File: src/rtl/ctwr_pkg.sv
// Shared types and constants of the text console character writer.
// Used by the controller, the datapath and the top level; depends on nothing.

package ctwr_pkg;

  // Screen geometry and tab stops.
  localparam int SCREEN_COLUMNS = 80;
  localparam int SCREEN_ROWS    = 50;
  localparam int TAB_WIDTH      = 4;
  localparam int MAX_RESULTS    = 4;
  localparam int STEP_W         = $clog2(MAX_RESULTS);

  // Field widths.
  localparam int CHAR_W = 8;
  localparam int COL_W  = 7;
  localparam int ROW_W  = 6;
  localparam int ADDR_W = 12;
  localparam int CFG_IDX_W  = 3;
  localparam int CFG_DATA_W = 8;

  // Character codes with a control meaning.
  localparam logic [CHAR_W-1:0] CHAR_NUL       = 8'd0;
  localparam logic [CHAR_W-1:0] CHAR_BACKSPACE = 8'd8;
  localparam logic [CHAR_W-1:0] CHAR_TAB       = 8'd9;
  localparam logic [CHAR_W-1:0] CHAR_NEWLINE   = 8'd10;
  localparam logic [CHAR_W-1:0] CHAR_RETURN    = 8'd13;
  localparam logic [CHAR_W-1:0] CHAR_SPACE     = 8'd32;

  // Configuration register indexes.
  localparam logic [CFG_IDX_W-1:0] CFG_AREA_MIN_X = 3'd0;
  localparam logic [CFG_IDX_W-1:0] CFG_AREA_MIN_Y = 3'd1;
  localparam logic [CFG_IDX_W-1:0] CFG_AREA_MAX_X = 3'd2;
  localparam logic [CFG_IDX_W-1:0] CFG_AREA_MAX_Y = 3'd3;
  localparam logic [CFG_IDX_W-1:0] CFG_OFFSET_X   = 3'd4;
  localparam logic [CFG_IDX_W-1:0] CFG_OFFSET_Y   = 3'd5;
  localparam logic [CFG_IDX_W-1:0] CFG_ATTRIBUTE  = 3'd6;

  // What an accepted character asks of the write sequencer.
  typedef enum logic [1:0] {
    OP_NONE  = 2'd0,
    OP_BACK  = 2'd1,
    OP_TAB   = 2'd2,
    OP_PRINT = 2'd3
  } op_e;

  // Controller to datapath.
  typedef struct packed {
    logic              load;
    logic              emit;
    logic [STEP_W-1:0] step;
  } cmd_t;

  // Datapath to controller.
  typedef struct packed {
    op_e  in_op;
    logic last;
    logic out_free;
  } status_t;

endpackage

File: src/rtl/ctwr_ctrl.sv
// Sequencing controller of the text console character writer.
// Depends on ctwr_pkg; drives the datapath through a command struct.

module ctwr_ctrl (
  input  logic              clk_i,
  input  logic              rst_ni,
  input  logic              in_valid_i,
  output logic              in_stall_o,
  input  ctwr_pkg::status_t status_i,
  output ctwr_pkg::cmd_t    cmd_o
);

  typedef enum logic [1:0] {
    S_IDLE = 2'b01,
    S_RUN  = 2'b10
  } state_e;

  state_e                      state_q, state_d;
  logic [ctwr_pkg::STEP_W-1:0] step_q, step_d;

  always_comb begin
    state_d    = state_q;
    step_d     = step_q;
    in_stall_o = 1'b1;
    cmd_o      = '0;
    cmd_o.step = step_q;
    case (state_q)
      S_IDLE: begin
        in_stall_o = 1'b0;
        cmd_o.load = in_valid_i;
        if (in_valid_i && status_i.in_op != ctwr_pkg::OP_NONE) begin
          state_d = S_RUN;
          step_d  = '0;
        end
      end
      S_RUN: begin
        // One cell write per cycle whenever the output register can take it.
        if (status_i.out_free) begin
          cmd_o.emit = 1'b1;
          if (status_i.last) begin
            state_d = S_IDLE;
          end else begin
            step_d = step_q + 1'b1;
          end
        end
      end
      default: begin
        state_d = S_IDLE;
      end
    endcase
  end

  always_ff @(posedge clk_i or negedge rst_ni) begin
    if (!rst_ni) begin
      state_q <= S_IDLE;
      step_q  <= '0;
    end else begin
      state_q <= state_d;
      step_q  <= step_d;
    end
  end

endmodule

File: src/rtl/ctwr_datapath.sv
// Datapath of the text console character writer: configuration registers,
// cursor, address arithmetic and the output register. Depends on ctwr_pkg.

module ctwr_datapath (
  input  logic                                clk_i,
  input  logic                                rst_ni,
  input  logic                                cfg_we_i,
  input  logic [ctwr_pkg::CFG_IDX_W-1:0]      cfg_index_i,
  input  logic [ctwr_pkg::CFG_DATA_W-1:0]     cfg_data_i,
  input  logic [ctwr_pkg::CHAR_W-1:0]         in_char_code_i,
  input  logic                                out_stall_i,
  output logic                                out_valid_o,
  output logic [ctwr_pkg::ADDR_W-1:0]         out_cell_address_o,
  output logic [ctwr_pkg::CHAR_W-1:0]         out_cell_char_o,
  output logic [7:0]                          out_cell_attr_o,
  output logic                                out_out_of_range_o,
  output logic                                out_last_write_o,
  input  ctwr_pkg::cmd_t                      cmd_i,
  output ctwr_pkg::status_t                   status_o
);

  localparam int COL_W = ctwr_pkg::COL_W;
  localparam int ROW_W = ctwr_pkg::ROW_W;

  logic [COL_W-1:0] min_x_q, max_x_q, off_x_q;
  logic [ROW_W-1:0] min_y_q, max_y_q, off_y_q;
  logic [7:0]       attr_q;

  logic [COL_W-1:0]            col_q, col_d;
  logic [ROW_W-1:0]            row_q, row_d;
  ctwr_pkg::op_e               op_q;
  logic [ctwr_pkg::CHAR_W-1:0] char_q;
  logic [COL_W:0]              stop_q;

  logic                        out_valid_q;
  logic [ctwr_pkg::ADDR_W-1:0] addr_q;
  logic [ctwr_pkg::CHAR_W-1:0] ochar_q;
  logic [7:0]                  oattr_q;
  logic                        off_q, last_q;

  // Row clamp at the bottom of the printable area; the input may be one past 63.
  function automatic logic [ROW_W-1:0] clamp_row(input logic [ROW_W:0] r,
                                                 input logic [ROW_W-1:0] max_y);
    logic [ROW_W-1:0] res;
    res = r[ROW_W-1:0];
    if (r >= {1'b0, max_y}) begin
      res = (max_y != '0) ? max_y - 1'b1 : '0;
    end
    return res;
  endfunction

  function automatic ctwr_pkg::op_e decode(input logic [ctwr_pkg::CHAR_W-1:0] c);
    ctwr_pkg::op_e op;
    op = ctwr_pkg::OP_PRINT;
    if (c == ctwr_pkg::CHAR_NUL || c == ctwr_pkg::CHAR_RETURN ||
        c == ctwr_pkg::CHAR_NEWLINE) begin
      op = ctwr_pkg::OP_NONE;
    end else if (c == ctwr_pkg::CHAR_BACKSPACE) begin
      op = ctwr_pkg::OP_BACK;
    end else if (c == ctwr_pkg::CHAR_TAB) begin
      op = ctwr_pkg::OP_TAB;
    end
    return op;
  endfunction

  // Cursor advance after a printed cell.
  logic [COL_W:0]   col_inc;
  logic [COL_W-1:0] adv_col;
  logic [ROW_W:0]   adv_row_raw;
  logic [ROW_W-1:0] adv_row;

  always_comb begin
    col_inc = {1'b0, col_q} + 1'b1;
    if (col_inc >= {1'b0, max_x_q}) begin
      adv_col     = min_x_q;
      adv_row_raw = {1'b0, row_q} + 1'b1;
    end else begin
      adv_col     = col_inc[COL_W-1:0];
      adv_row_raw = {1'b0, row_q};
    end
    adv_row = clamp_row(adv_row_raw, max_y_q);
  end

  // Cursor retreat for backspace.
  logic [COL_W-1:0] ret_col;
  logic [ROW_W-1:0] ret_row;

  always_comb begin
    ret_col = col_q;
    ret_row = row_q;
    if (col_q > min_x_q) begin
      ret_col = col_q - 1'b1;
    end else if (row_q > min_y_q) begin
      ret_row = row_q - 1'b1;
      ret_col = (max_x_q != '0) ? max_x_q - 1'b1 : '0;
    end
  end

  // Screen address of the current cursor cell.
  logic [COL_W:0]              scr_col;
  logic [ROW_W:0]              scr_row;
  logic                        scr_off;
  logic [ctwr_pkg::ADDR_W-1:0] scr_addr;

  always_comb begin
    scr_col  = {1'b0, col_q} + {1'b0, off_x_q};
    scr_row  = {1'b0, row_q} + {1'b0, off_y_q};
    scr_off  = (scr_col >= (COL_W+1)'(ctwr_pkg::SCREEN_COLUMNS)) ||
               (scr_row >= (ROW_W+1)'(ctwr_pkg::SCREEN_ROWS));
    scr_addr = ctwr_pkg::ADDR_W'(scr_col) +
               ctwr_pkg::ADDR_W'(scr_row) * ctwr_pkg::ADDR_W'(ctwr_pkg::SCREEN_COLUMNS);
  end

  // Whether the write being issued now ends this character.
  logic last;

  always_comb begin
    case (op_q)
      ctwr_pkg::OP_BACK: last = (cmd_i.step != '0);
      ctwr_pkg::OP_TAB: begin
        // A tab also ends when the advance wrapped back to a lower column.
        last = (adv_col <= col_q) || ({1'b0, adv_col} >= stop_q) ||
               (cmd_i.step == ctwr_pkg::STEP_W'(ctwr_pkg::MAX_RESULTS - 1));
      end
      default: last = 1'b1;
    endcase
  end

  logic out_free;
  assign out_free = !out_valid_q || !out_stall_i;

  assign status_o.in_op    = decode(in_char_code_i);
  assign status_o.last     = last;
  assign status_o.out_free = out_free;

  // Cursor update.
  always_comb begin
    col_d = col_q;
    row_d = row_q;
    if (cmd_i.load) begin
      if (in_char_code_i == ctwr_pkg::CHAR_RETURN) begin
        col_d = min_x_q;
      end else if (in_char_code_i == ctwr_pkg::CHAR_NEWLINE) begin
        col_d = min_x_q;
        row_d = clamp_row({1'b0, row_q} + 1'b1, max_y_q);
      end
    end else if (cmd_i.emit) begin
      if (op_q == ctwr_pkg::OP_BACK) begin
        if (cmd_i.step == '0) begin
          col_d = ret_col;
          row_d = ret_row;
        end
      end else begin
        col_d = adv_col;
        row_d = adv_row;
      end
    end
  end

  always_ff @(posedge clk_i or negedge rst_ni) begin
    if (!rst_ni) begin
      min_x_q <= '0;
      min_y_q <= '0;
      max_x_q <= COL_W'(ctwr_pkg::SCREEN_COLUMNS);
      max_y_q <= ROW_W'(ctwr_pkg::SCREEN_ROWS);
      off_x_q <= '0;
      off_y_q <= '0;
      attr_q  <= 8'd7;
    end else if (cfg_we_i) begin
      case (cfg_index_i)
        ctwr_pkg::CFG_AREA_MIN_X: min_x_q <= cfg_data_i[COL_W-1:0];
        ctwr_pkg::CFG_AREA_MIN_Y: min_y_q <= cfg_data_i[ROW_W-1:0];
        ctwr_pkg::CFG_AREA_MAX_X: max_x_q <= cfg_data_i[COL_W-1:0];
        ctwr_pkg::CFG_AREA_MAX_Y: max_y_q <= cfg_data_i[ROW_W-1:0];
        ctwr_pkg::CFG_OFFSET_X:   off_x_q <= cfg_data_i[COL_W-1:0];
        ctwr_pkg::CFG_OFFSET_Y:   off_y_q <= cfg_data_i[ROW_W-1:0];
        ctwr_pkg::CFG_ATTRIBUTE:  attr_q  <= cfg_data_i;
        default: ;
      endcase
    end
  end

  always_ff @(posedge clk_i or negedge rst_ni) begin
    if (!rst_ni) begin
      col_q       <= '0;
      row_q       <= '0;
      op_q        <= ctwr_pkg::OP_NONE;
      out_valid_q <= 1'b0;
    end else begin
      col_q <= col_d;
      row_q <= row_d;
      if (cmd_i.load) begin
        op_q <= decode(in_char_code_i);
      end
      if (cmd_i.emit) begin
        out_valid_q <= 1'b1;
      end else if (!out_stall_i) begin
        out_valid_q <= 1'b0;
      end
    end
  end

  always_ff @(posedge clk_i) begin
    if (cmd_i.load) begin
      char_q <= in_char_code_i;
      stop_q <= ((COL_W+1)'(col_q / ctwr_pkg::TAB_WIDTH) + 1'b1) *
                (COL_W+1)'(ctwr_pkg::TAB_WIDTH);
    end
    if (cmd_i.emit) begin
      addr_q  <= scr_off ? '0 : scr_addr;
      off_q   <= scr_off;
      last_q  <= last;
      case (op_q)
        ctwr_pkg::OP_BACK: begin
          ochar_q <= '0;
          oattr_q <= '0;
        end
        ctwr_pkg::OP_TAB: begin
          ochar_q <= ctwr_pkg::CHAR_SPACE;
          oattr_q <= attr_q;
        end
        default: begin
          ochar_q <= char_q;
          oattr_q <= attr_q;
        end
      endcase
    end
  end

  assign out_valid_o        = out_valid_q;
  assign out_cell_address_o = addr_q;
  assign out_cell_char_o    = ochar_q;
  assign out_cell_attr_o    = oattr_q;
  assign out_out_of_range_o = off_q;
  assign out_last_write_o   = last_q;

endmodule

File: src/rtl/text_console_char_writer_unit.sv
// Top level of the text console character writer.
// Depends on ctwr_pkg, ctwr_ctrl and ctwr_datapath.
//
// Usage: one character code is offered on in_char_code_i with in_valid_i and
// is taken at a clock edge where in_stall_o is low. Each character yields
// zero to four cell writes on the output channel, each presented with
// out_valid_o and taken when out_stall_i is low; out_last_write_o marks the
// final write of a character. Nul produces no item and leaves the cursor;
// return and newline only move the cursor and produce no item.
// Throughput: the character is registered when taken, then the write
// sequencer moves on to its run state and passes one cell write per cycle
// into the output register whenever that register is free, so the first
// write follows the registered character through the run state.
// While the receiver stalls, the output register holds its item and the
// sequencer waits; the input stays stalled until the character is done.
// Reset clears the cursor to the top left and loads the default area, a
// zero window offset and attribute 7. Configuration writes land at once and
// are expected only while the block is idle.

module text_console_char_writer_unit (
  input  logic        clk_i,
  input  logic        rst_ni,
  input  logic        cfg_we_i,
  input  logic [2:0]  cfg_index_i,
  input  logic [7:0]  cfg_data_i,
  input  logic        in_valid_i,
  output logic        in_stall_o,
  input  logic [7:0]  in_char_code_i,
  output logic        out_valid_o,
  input  logic        out_stall_i,
  output logic [11:0] out_cell_address_o,
  output logic [7:0]  out_cell_char_o,
  output logic [7:0]  out_cell_attr_o,
  output logic        out_out_of_range_o,
  output logic        out_last_write_o
);

  ctwr_pkg::cmd_t    cmd;
  ctwr_pkg::status_t status;

  ctwr_ctrl u_ctrl (
    .clk_i      (clk_i),
    .rst_ni     (rst_ni),
    .in_valid_i (in_valid_i),
    .in_stall_o (in_stall_o),
    .status_i   (status),
    .cmd_o      (cmd)
  );

  ctwr_datapath u_datapath (
    .clk_i              (clk_i),
    .rst_ni             (rst_ni),
    .cfg_we_i           (cfg_we_i),
    .cfg_index_i        (cfg_index_i),
    .cfg_data_i         (cfg_data_i),
    .in_char_code_i     (in_char_code_i),
    .out_stall_i        (out_stall_i),
    .out_valid_o        (out_valid_o),
    .out_cell_address_o (out_cell_address_o),
    .out_cell_char_o    (out_cell_char_o),
    .out_cell_attr_o    (out_cell_attr_o),
    .out_out_of_range_o (out_out_of_range_o),
    .out_last_write_o   (out_last_write_o),
    .cmd_i              (cmd),
    .status_o           (status)
  );

  // No cell write is issued while a new character may be taken.
  a_no_emit_when_open: assert property (@(posedge clk_i) disable iff (!rst_ni)
    !in_stall_o |-> !cmd.emit)
    else $error("cell write issued while input is open");

  // A write is only issued into a free output register.
  a_emit_into_free_slot: assert property (@(posedge clk_i) disable iff (!rst_ni)
    cmd.emit |-> (!out_valid_o || !out_stall_i))
    else $error("cell write overran a waiting item");

  // The final write of a character reopens the input on the next cycle.
  a_last_reopens_input: assert property (@(posedge clk_i) disable iff (!rst_ni)
    (cmd.emit && status.last) |=> (!in_stall_o && out_valid_o && out_last_write_o))
    else $error("input not reopened after final write");

  // Off-screen writes carry a zero address.
  a_off_screen_zero: assert property (@(posedge clk_i) disable iff (!rst_ni)
    (out_valid_o && out_out_of_range_o) |-> (out_cell_address_o == 12'd0))
    else $error("off-screen write with non-zero address");

endmodule

File: config.mk
export PLATFORM = sky130hd
export DESIGN_NAME = text_console_char_writer_unit
export DESIGN_NICKNAME = d
export VERILOG_FILES = /design/src/rtl/ctwr_pkg.sv /design/src/rtl/ctwr_ctrl.sv /design/src/rtl/ctwr_datapath.sv /design/src/rtl/text_console_char_writer_unit.sv
export SDC_FILE = /design/constraint.sdc
export NUM_CORES = 1
export LEC_CHECK = 0
export BUFFER_PORTS_ARGS = -buffer_cell sky130_fd_sc_hd__buf_2
export CORE_MARGIN = 2
export CORE_UTILIZATION = 55
export DETAILED_ROUTE_END_ITERATION = 7
export PLACE_DENSITY = 0.77
export SLEW_MARGIN = 5
export SYNTH_ARGS = -nofsm -noshare
export SYNTH_HDL_FRONTEND = slang
export SYNTH_SLANG_ARGS = --single-unit
File: constraint.sdc
create_clock -name clk_i -period 4.4 [get_ports clk_i]
set_clock_uncertainty 0.2 [all_clocks]
set_input_delay 0.88 -clock clk_i [delete_from_list [all_inputs] [get_ports clk_i]]
set_output_delay 0.88 -clock clk_i [all_outputs]
set_load 0.005 [all_outputs]
==> summary.md <==
| Metric | Value |
|---|---|
| Fin. Hold Viols | 0 |
| ANT cells | 0 |
| Ys Warns | 0 |
| Critical Path AT | 4.49 ns |
| Status | finished with violations |
| CTS Sinks | 111 |
| Final min period | 4.43 ns |
| Drt first pass iters | 5 |
| Clk pin slew, worst setup/hold paths | 0.09 ns |
| Vias | 6076 |
| Routability cong. | 1.03 |
| Cells after synthesis | 745 |
| Main combinational cell family by area after synthesis | adder cells |
| Kind of critical path | register to register |
| Worst Setup Start Kind | register |
| Remaining DRCs | 0 |
| Htree depth | 3 |
| WL/cell | 19.4 um |
| Initial antenna violation count | 0 |
| Reg-to-reg startpoint | u_datapath.col_q[1] |
| Post-Syn Area | 7420 um2 |
| Most frequent cells in the layout | ha_1, inv_1, nand2_1 |
| Violated checks | negative setup slack |
| CP required | 4.46 ns |
| Synth area leader | dfrtp_1 |
| Synth Net Count | 855 |
| Max_slew headroom | 17.5% |
| Clock tree root driver cell | clkbuf_16 |
| First-pass GRT wire length | 30300 um |
| Largest net degree at the start of global routing | 46 |
| Grt total ovfl | 0 |
| CTS Hold Buffers Added | 0 |
| Most common cell after layout, fill and taps aside | ha_1 |
| Synth top area share | 19.6% |
| WL final | 19500 um |
| Avg Vias per Cell | 6.03 |
| Max cap viols | 0 |
| R2R depth | 18 |
| Asr flop ratio synth | 60.4% |
| Simple logic cell fraction of the synthesized area | 14.5% |
| Peak supply drop | 489 uV |
| Total Nets Final | 937 |
| CTS tree | built |
| Initial DRC count | 702 |
| Number of global-route vias before repair | 5940 |
| Hold path depth | 1 |
| Global Route Usage Sum | 27.0% |
| Slew of the pin with the lowest slew margin | 1.23 ns |
| Fmax | 226 MHz |
| Power density over cell area | 870 nW/um2 |
| Synth area leaders | dfrtp_1, edfxtp_1, ha_1 |
| Initial core utilization | 56.3% |
| Yosys reg bits | 111 |
| Unrepaired setup endpoints after global routing | true |
| Dpl hpwl | 13900 um |
| Top FF cell, synth | dfrtp_1 |
| Yosys cell types | 67 |
| Synth Area in Adders | 14.9% |
| Skew-Pair Late Insertion Delay | 0.37 ns |
| Avg Inst Size Synth | 9.96 um2 |
| Num rows | 42 |
| Setup-failing EPs final | 1 |
| Crit-path max FO | 5 |
| Critical R2R Capture | u_ctrl.step_q[1] |
| Final worst-path cycle share | 101% |
| Worst hold start | u_datapath.attr_q[6] |
| Boundary Pins | 56 |
| Worst min-delay path class | register to register |
| Leak Pwr | 3.81 nW |
| Buffers on Ports | 55 |
| Layout cells sized above 1 | 23.7% |
| Final Max Tran Viols | 0 |
| Post-synthesis compound-gate area fraction | 13.3% |
| Final Worst Setup Slack | -0.0305 ns |
| Die X | 120 um |
| R2R Setup Slk | -0.03 ns |
| Full die area | 14400 um2 |
| Fin Hold WS | 0.309 ns |
| Post-Synth XOR/XNOR Area | 5.19% |
| Sequential element share of the synthesized area | 40.5% |
| Hold path endpoint | u_datapath.attr_q[6] |
| Final antenna-violating net count | 0 |
| Max clock buf depth | 2 |
| Post-synth EDFFs | 44 |
| Die height | 120 um |
| Multiplexer share of the synthesized area | 6.39% |
| CP endpoint kind | register |
| Clock buffer count from CTS | 9 |
| Total power | 7.48 mW |
| Synth-to-Final Area Change | 15.8% |
| Core box area | 13200 um2 |
-- critical path, cell delays in order, from the launching register on --
cell and delay [ns]:
dfrtp_2 0.45, buf_6 0.15, nand3_1 0.11, xnor2_1 0.18, ha_1 0.29, o21a_1 0.16, o2111ai_2 0.13, o211ai_1 0.36
buf_4 0.21, mux2i_2 0.26, inv_1 0.09, ha_1 0.33, o21ai_0 0.18, a21oi_1 0.07, o31a_1 0.25, nor3_1 0.23
o22ai_2 0.13, o211ai_1 0.17, mux2_2 0.37
-- per-layer routing --
layer	global-route usage (%)	wire length, um
met1	36.4	8350
met2	43.9	9250
met3	4.52	1370
met4	9.85	560
met5	0	0
-- area by class of cell --
class	instances	area (um2)
fillers	995	4600
multi-input cells	544	4200
flip-flops and latches	111	3020
repair buffers	97	607
inverters	64	240
clock buffers	9	225
well taps	176	220
clock inverters	7	81.3
-- sequential cells by signal, indices dropped and copies added, names as in the netlist --
signal / flops
u_datapath.out_cell_address_o: 12
u_datapath.attr_q: 8
u_datapath.char_q: 8
u_datapath.out_cell_attr_o: 8
u_datapath.out_cell_char_o: 8
u_datapath.col_q: 7
u_datapath.max_x_q: 7
u_datapath.min_x_q: 7
u_datapath.off_x_q: 7
u_datapath.max_y_q: 6
u_datapath.min_y_q: 6
u_datapath.off_y_q: 6
u_datapath.row_q: 6
u_datapath.stop_q: 6
u_ctrl.state_q: 2
u_ctrl.step_q: 2
u_datapath.op_q: 2
u_datapath.out_last_write_o: 1
u_datapath.out_out_of_range_o: 1
u_datapath.out_valid_o: 1
-- stage by stage --
step                      util (%)  setup WS (ns)  instance area [um2]  TNS, ns  instances
after global routing          65.1         -0.199                 8590   -0.632       1008
after global placement        60.6          0.233                 8000        0        978
final                         65.1        -0.0305                 8590  -0.0305       1008
after CTS                     63.0         0.0358                 8310        0        994
after detailed placement      60.6         0.0759                 8000        0        978
after floorplan                  -          0.124                 7420        0        745
-- Yosys cell counts (all sizes together) (13+ instances only) --
library cell   n
ha            82
inv           64
nand2         62
dfrtp         58
nor2          54
edfxtp        44
o21ai         41
a21oi         37
mux2          35
xnor2         35
clkbuf        20
nand3         17
nor3          16
a21o          14
o211ai        14
nor2b         13
-- cells by family after synthesis --
group | after synthesis
flip-flops | 111
multiplexers | 43
AO/OA/AOI/OAI | 153
XOR/XNOR | 44
AND/OR/NAND/NOR | 218
adder cells (fa/ha/maj) | 86
buffers and inverters | 90
-- repair_timing --
| item | in CTS | in global routing |
|---|---|---|
| setup endpoints to repair | 0 | 8 |
| gates resized for setup | 0 | 42 |
| setup buffers | 0 | 13 |
-- where the power goes --
| group | leakage, nW | switching (mW) | total (mW) | internal [mW] |
|---|---|---|---|---|
| Clock | 0.150 | 0.436 | 0.845 | 0.409 |
| Combinational | 2.47 | 2.80 | 5.05 | 2.25 |
| Sequential | 1.19 | 0.198 | 1.58 | 1.38 |
-- how the worst max path moves through the flow --
stage                             start             endpoint  slack [ns]
floorplan                   out_stall_i  u_datapath.row_q[3]        0.12
global placement    u_datapath.col_q[1]  u_datapath.row_q[1]        0.23
detailed placement  u_datapath.col_q[1]  u_datapath.row_q[2]        0.08
CTS                 u_datapath.col_q[1]  u_datapath.row_q[2]        0.04
global route        u_datapath.col_q[1]     u_ctrl.step_q[1]       -0.20
finish              u_datapath.col_q[1]     u_ctrl.step_q[1]       -0.03
Note: power is estimated with default switching activity, not from simulation.
